==> config.mk <==
export PLATFORM = sky130hd
export DESIGN_NAME = gcr_front
export DESIGN_NICKNAME = d
export VERILOG_FILES = /design/src/hdl/gcr_pkg.sv /design/src/hdl/gcr_front.sv
export SDC_FILE = /design/constraint.sdc
export NUM_CORES = 1
export LEC_CHECK = 0
export BUFFER_PORTS_ARGS = -buffer_cell sky130_fd_sc_hd__clkbuf_2
export CAP_MARGIN = 20
export CORE_MARGIN = 1.5
export CORE_UTILIZATION = 50
export CTS_CLUSTER_SIZE = 24
export DETAILED_ROUTE_END_ITERATION = 6
export PLACE_DENSITY = 0.75
export SYNTH_ARGS = -nofsm -noshare
export SYNTH_HDL_FRONTEND = slang
export SYNTH_SLANG_ARGS = --single-unit
==> constraint.sdc <==
create_clock -name i_clk -period 2.8 [get_ports i_clk]
set_input_delay 0.14 -clock i_clk [delete_from_list [all_inputs] [get_ports i_clk]]
set_output_delay 0.14 -clock i_clk [all_outputs]
set_load 0.01 [all_outputs]
==> src/hdl/gcr_pkg.sv <==
// Shared types and constants for the glyph column renderer.
// Holds command codes, display write kinds and the queue entry type.
// No dependencies.
package gcr_pkg;

    // Width of raw font addresses before reduction to the memory depth
    localparam int RAW_W = 16;

    // Entries in the command queue between front and back
    localparam int QUEUE_DEPTH = 2;

    // Input operation codes
    typedef logic [1:0] t_op;
    localparam t_op OP_LOAD  = 2'd0;
    localparam t_op OP_DRAW  = 2'd1;
    localparam t_op OP_GOTO  = 2'd2;
    localparam t_op OP_SPACE = 2'd3;

    // Classified command codes
    typedef logic [2:0] t_cmd_kind;
    localparam t_cmd_kind CMD_LOAD  = 3'd0;
    localparam t_cmd_kind CMD_DRAW  = 3'd1;
    localparam t_cmd_kind CMD_GOTO  = 3'd2;
    localparam t_cmd_kind CMD_SPACE = 3'd3;
    localparam t_cmd_kind CMD_NOP   = 3'd4;

    // Display write kinds
    typedef logic [1:0] t_wkind;
    localparam t_wkind KIND_DATA = 2'd0;
    localparam t_wkind KIND_PAGE = 2'd1;
    localparam t_wkind KIND_COL  = 2'd2;

    // Printable character range and font header layout
    localparam logic [7:0] CHAR_FIRST     = 8'd32;
    localparam logic [7:0] CHAR_END       = 8'd128;
    localparam logic [7:0] HDR_HEIGHT_OFS = 8'd2;
    localparam logic [7:0] GLYPH_OFS      = 8'd3;

    // One queued command
    typedef struct packed {
        t_cmd_kind   kind;
        logic [11:0] addr;   // load address
        logic [7:0]  arg;    // load byte, glyph index or goto column
        logic [2:0]  line;   // goto page
        logic [1:0]  pages;  // spacer page count
    } t_cmd;

    // Queue head as seen by the back part
    typedef struct packed {
        logic valid;
        t_cmd cmd;
    } t_qhead;

endpackage

==> src/hdl/gcr_front.sv <==
// Front part: accepts input beats, classifies them into commands and
// queues them for the back part. Uses gcr_pkg.
module gcr_front (
    input  logic               i_clk,
    input  logic               i_rst_n,
    input  logic               i_start,
    output logic               o_busy,
    input  logic [1:0]         i_operation,
    input  logic [11:0]        i_font_addr,
    input  logic [7:0]         i_font_byte,
    input  logic [7:0]         i_char_code,
    input  logic [7:0]         i_column,
    input  logic [2:0]         i_line,
    input  logic [7:0]         i_spacer_height,
    output gcr_pkg::t_qhead    o_head,
    input  logic               i_pop
);
    import gcr_pkg::*;

    localparam int QAW = $clog2(QUEUE_DEPTH);

    t_cmd             r_mem [QUEUE_DEPTH];
    logic [QAW-1:0]   r_wptr;
    logic [QAW-1:0]   r_rptr;
    logic [QAW:0]     r_count;
    logic             w_full;
    logic             w_push;
    t_cmd             w_cmd;

    assign w_full = (r_count == (QAW + 1)'(QUEUE_DEPTH));
    assign w_push = i_start && !w_full;

    // Classify the incoming beat
    always_comb begin
        w_cmd       = '0;
        w_cmd.kind  = CMD_NOP;
        w_cmd.addr  = i_font_addr;
        w_cmd.line  = i_line;
        unique case (i_operation)
            OP_LOAD: begin
                w_cmd.kind = CMD_LOAD;
                w_cmd.arg  = i_font_byte;
            end
            OP_DRAW: begin
                // drop codes outside the printable range
                if (i_char_code >= CHAR_FIRST && i_char_code < CHAR_END) begin
                    w_cmd.kind = CMD_DRAW;
                    w_cmd.arg  = i_char_code - CHAR_FIRST;
                end
            end
            OP_GOTO: begin
                w_cmd.kind = CMD_GOTO;
                w_cmd.arg  = i_column;
            end
            OP_SPACE: begin
                w_cmd.kind  = CMD_SPACE;
                w_cmd.pages = (i_spacer_height > 8'd16) ? 2'd3 :
                              (i_spacer_height > 8'd8)  ? 2'd2 : 2'd1;
            end
        endcase
    end

    // Queue storage
    always_ff @(posedge i_clk) begin
        if (w_push) begin
            r_mem[r_wptr] <= w_cmd;
        end
    end

    // Queue pointers and fill level
    always_ff @(posedge i_clk) begin
        if (!i_rst_n) begin
            r_wptr  <= '0;
            r_rptr  <= '0;
            r_count <= '0;
        end else begin
            if (w_push) begin
                r_wptr <= (r_wptr == QAW'(QUEUE_DEPTH - 1)) ? '0 : r_wptr + 1'b1;
            end
            if (i_pop) begin
                r_rptr <= (r_rptr == QAW'(QUEUE_DEPTH - 1)) ? '0 : r_rptr + 1'b1;
            end
            r_count <= r_count + (QAW + 1)'(w_push) - (QAW + 1)'(i_pop);
        end
    end

    assign o_busy       = w_full;
    assign o_head.valid = (r_count != '0);
    assign o_head.cmd   = r_mem[r_rptr];

endmodule

After elaboration in Yosys (flattened, before gate mapping):

Memories as Yosys holds them, arrays and structs flattened. A register that Yosys moved wholly into a read port is not among the register bits.
Cells that the tools add are included.

* $add $sub $neg: 5
* muxes and demuxes: 13
* equal/unequal tests: 4
* order comparisons: 4
* reductions and logical operators: 5

Operators by type and width (number)
* $pmux 8 s3: 1
* $pmux 3 s4: 1
* $ge 8x6->1 const B: 1
* $gt 8x4->1 const B: 1
* $gt 8x5->1 const B: 1
* $lt 8x8->1 const B: 1
* $mux 8: 1
* $sub 8x6->8 const B: 1
* $eq 2x2->1 const B: 3
* $mux 1: 6
* $mux 2: 3
* $mux 3: 1
* $add 1x1->1 const B: 2
* $add 2x1->2: 1
* $eq 2x1->1 const B: 1
* $logic_and 1x1->1: 2
* $logic_not 2->1: 1
* $reduce_bool 2->1: 1
* $sub 2x1->2: 1
* $logic_not 1->1: 1

* word-level logic and storage cells: 35
* RAM bits: 56
* memories kept: 1
* flip-flop bits (word level): 4

Memories
* r_mem: depth 2, width 28, rd ports 1, clocked after Yosys merged registers in 1, wr ports 1, line gcr_front.sv:22 `t_cmd r_mem [QUEUE_DEPTH];`

Logic depth before layout (Yosys ltp):

* depth in word-level cells: 5
* mapped depth: 8
* depth with buffers taken out: 8

Least setup slack after synthesis:

Ideal clock, no wire load.

* path kind: reg-to-reg
* start point: reg r_count[0]
* end point: mem r_mem[0][0] (netlist bit) (enable)
* required time: 2.417 ns
* cell stages (with the launch flop): 5
* arrival: 1.423 ns
* path buffers: 0
* setup slack: 0.994 ns
* period minus slack after synthesis: 1.806 ns
* cell sequence: dfxtp_1 -> nand2b_1 -> inv_1 -> or3_1 -> inv_1

* cells in the longest elaborated chain, start to end: 5

RTL lines
* from (decl): line gcr_front.sv:25 `logic [QAW:0] r_count;`
* from (signal assigned): line gcr_front.sv:83 `r_count <= r_count + (QAW + 1)'(w_push) - (QAW + 1)'(i_pop);`
* $eq 2x2->1: line gcr_front.sv:30 `assign w_full = (r_count == (QAW + 1)'(QUEUE_DEPTH));`
* via o_busy: line gcr_front.sv:7 `output logic o_busy,`
* $logic_not 1->1: line gcr_front.sv:31 `assign w_push = i_start && !w_full;`
* $logic_and 1x1->1: line gcr_front.sv:31
* $mux 1: line gcr_front.sv:65 `if (w_push) begin`
* $mux 1 (implied by the code): line gcr_front.sv:66 `r_mem[r_wptr] <= w_cmd;`
* to (decl): line gcr_front.sv:22

The timed path passes the listed nets, and every way through them passes these cells.

==> impl_metrics.py <==
metrics = {
    "run_status": {
        "status": "completed",
    },
    "logic_synthesis": {
        "syn_nets": 222,
        "synth_edf_count": 56,
        "yosysWarnings": 0,
        "synthTopCellsByCount": "edfxtp_1, mux2_2, inv_1",
        "ys_top_cells_by_area": "edfxtp_1, mux2_2, dfxtp_1",
        "synth_area_leader_cell": "edfxtp_1",
        "ys_types": 30,
        "netlist_area_um2": 2599,
        "synth_seq_cells": 61,
        "synth_most_common_cell": "edfxtp_1",
        "synth.top_cell.area_share_pct": 64.71,
        "ys.flop_type": "edfxtp_1",
        "syn_inst": 165,
        "yosysSeqAreaShare_pct": 68.56,
        "synthArstFlopShare_pct": 0,
        "avgSynthCellArea_um2": 15.75,
    },
    "routing": {
        "wl_per_cell_um": 13.96,
        "detail_route.wirelength.met1_um": 2169,
        "final_antenna_net_count": 0,
        "dr_wl_met2_um": 2223,
        "first_iter_violations": 91,
        "maxUsedRoutingLayer": "met4",
        "drt-total-wl_um": 4789,
        "met3_length_um": 370,
        "via_count": 1686,
        "drc": 0,
        "vias_per_cell": 4.915,
        "firstDrtPassIters": 4,
    },
    "power": {
        "p_per_area_nw_per_um2": 645.5,
        "vdd_drop_max_mv": 0.3500,
        "p_leak_nw": 1.418,
        "total_power_mw": 2.199,
    },
    "layout": {
        "final_area_um2": 3406,
        "drive_above_1_share_pct": 47.62,
        "diodes": 0,
        "final_cells": 343,
        "fin_nets": 325,
        "area_delta_synth_final_pct": 31.05,
    },
    "timing": {
        "fin_crit_ns": 1.829,
        "rsz0062_at_grt": "false",
        "skew_ns": 0.01285,
        "period_share_pct": 65.34,
        "hold_violations": 0,
        "tightestPinTransition_ns": 0.4945,
        "setup-tns-final_ns": 0,
        "maxSlewHeadroom_pct": 66.73,
        "fmax_mhz": 546.6,
        "hold_ws_ns": 0.02354,
        "finalSetupViolCount": 0,
        "final_max_slew_viol_count": 0,
    },
    "critical_path": {
        "endpoint_kind": "output port",
        "critPathTopFamily": "buffers and inverters",
        "critical_path_required_ns": 2.66,
        "cp_slowest_stage_delay_ns": 0.47,
        "cp-start-kind": "flop",
        "path_buf_inv": 2,
        "critPathArrivalTime_ns": 1.69,
        "cp_slowest_cell": "dfxtp_1",
        "crit_fanout": 23,
        "path_cells": "buf_4 -> mux2_2 -> clkbuf_2",
        "path_class": "reg2out",
    },
    "placement": {
        "gp_congestion": 0.7816,
        "place_area_um2": 3087,
        "io_buffer_count": 82,
        "hpwl_um": 3167,
        "dp.cells": 313,
    },
    "clocking": {
        "numCtsBuffers": 9,
        "insertion_delay_ns": 0.32,
        "clock_sinks": 61,
        "cts_tree": "built",
        "cts_root_buffer": "clkbuf_8",
        "clkTransAtPathRegs_ns": 0.07,
        "clock_path_buffers": 2,
        "cts_max_level": 3,
        "cts-resized-gates": 0,
    },
    "global_routing": {
        "antenna_found_initial": 0,
        "grt-ovfl-total": 0,
        "grtUsageTotal_pct": 17.86,
        "grt_max_degree": 29,
        "grt_pass1_wl_um": 6982,
        "grt_pass1_vias": 1539,
    },
    "die": {
        "rows": 26,
        "die_w_um": 75.10,
        "ioPinCount": 83,
        "core_um2": 5042,
        "die_h_um": 75.10,
        "start_util_pct": 51.54,
        "dieArea_um2": 5639,
    },
    "worst_hold_path": {
        "hold_path_class": "in2reg",
    },
    "job": {
        "drv_cap": 0,
    },
}
-- what timing repair did --
item,in CTS,in global routing
endpoints found under the setup margin,0,0
setup buffers,0,0
hold buffers,13,1
endpoints found under the hold margin,26,2
-- cell usage in the layout, fill, tap and decap left out, drive strengths merged, types with 5 or more instances in the layout --
| cell | synthesis | routed |
|---|---|---|
| dlygate4sd3 | 0 | 14 |
| nand2b | 5 | 5 |
| clkbuf | 2 | 94 |
| mux2i | 9 | 9 |
| mux2 | 28 | 28 |
| dfxtp | 5 | 5 |
| inv | 10 | 10 |
| o2bb2ai | 5 | 5 |
| a21oi | 5 | 5 |
| nor2 | 5 | 5 |
| edfxtp | 56 | 56 |
-- sequential cells by signal, summed over array words and instances (netlist names), named ones only --
name and count:
r_count 2, r_rptr 1, r_mem 56, r_wptr 1
-- area by class of cell --
class / instances / area (um^2)
flip-flops and latches: 61 / 1782
fillers: 356 / 1637
multi-input cells: 87 / 747.0
repair buffers: 99 / 573.1
clock buffers: 12 / 155.1
well taps: 70 / 87.58
inverters: 10 / 37.54
clock inverters: 4 / 23.77
-- where the power goes --
part,switching (mW),internal [mW],leakage (nW)
clock network,0.314,0.366,0.0961
logic,0.203,0.183,0.753
registers,0.0279,1.10,0.568
total,0.545,1.65,1.42
-- metal layers --
metal  vias up  global-route usage [%]
met1       775                   23.77
met5         -                       0
met4         0                   9.091
li1        833                       -
met2        76                   26.45
met3         2                   5.756
-- logic make-up (layout without fill, tap and decap cells) --
group                    Yosys count  after routing  share of synthesized area, %
AO/OA/AOI/OAI                     19             19                         5.296
XOR/XNOR                           2              2                        0.6742
adder cells (fa/ha/maj)            4              4                         1.926
buffers and inverters             17            125                         2.696
flip-flops                        61             61                         68.56
multiplexers                      37             37                         15.60
AND/OR/NAND/NOR                   25             25                         5.249
-- per-stage QoR --
stage / setup slack, ns / util, %
final: 0.9706 / 67.54
after global routing: 0.8673 / 67.54
after CTS: 0.9354 / 67.34
after detailed placement: 1.161 / 61.22
after global placement: 1.209 / 61.22
after floorplan: 0.9939 / -
-- worst paths after layout --
path	startpoint	end	slack, ns	cells past startpoint
worst max register to register	r_count[0]$_SDFF_PN0_	r_mem[0][11]$_DFFE_PP_	1.13	5
worst min-delay path	i_font_addr[11]	r_mem[0][24]$_DFFE_PP_	0.02	1
worst max-delay path	flop	o_head[26]	0.97	3
worst min register to register	r_wptr$_SDFFE_PN0P_	r_wptr$_SDFFE_PN0P_	0.51	2
(Power assumes the default switching activity.)
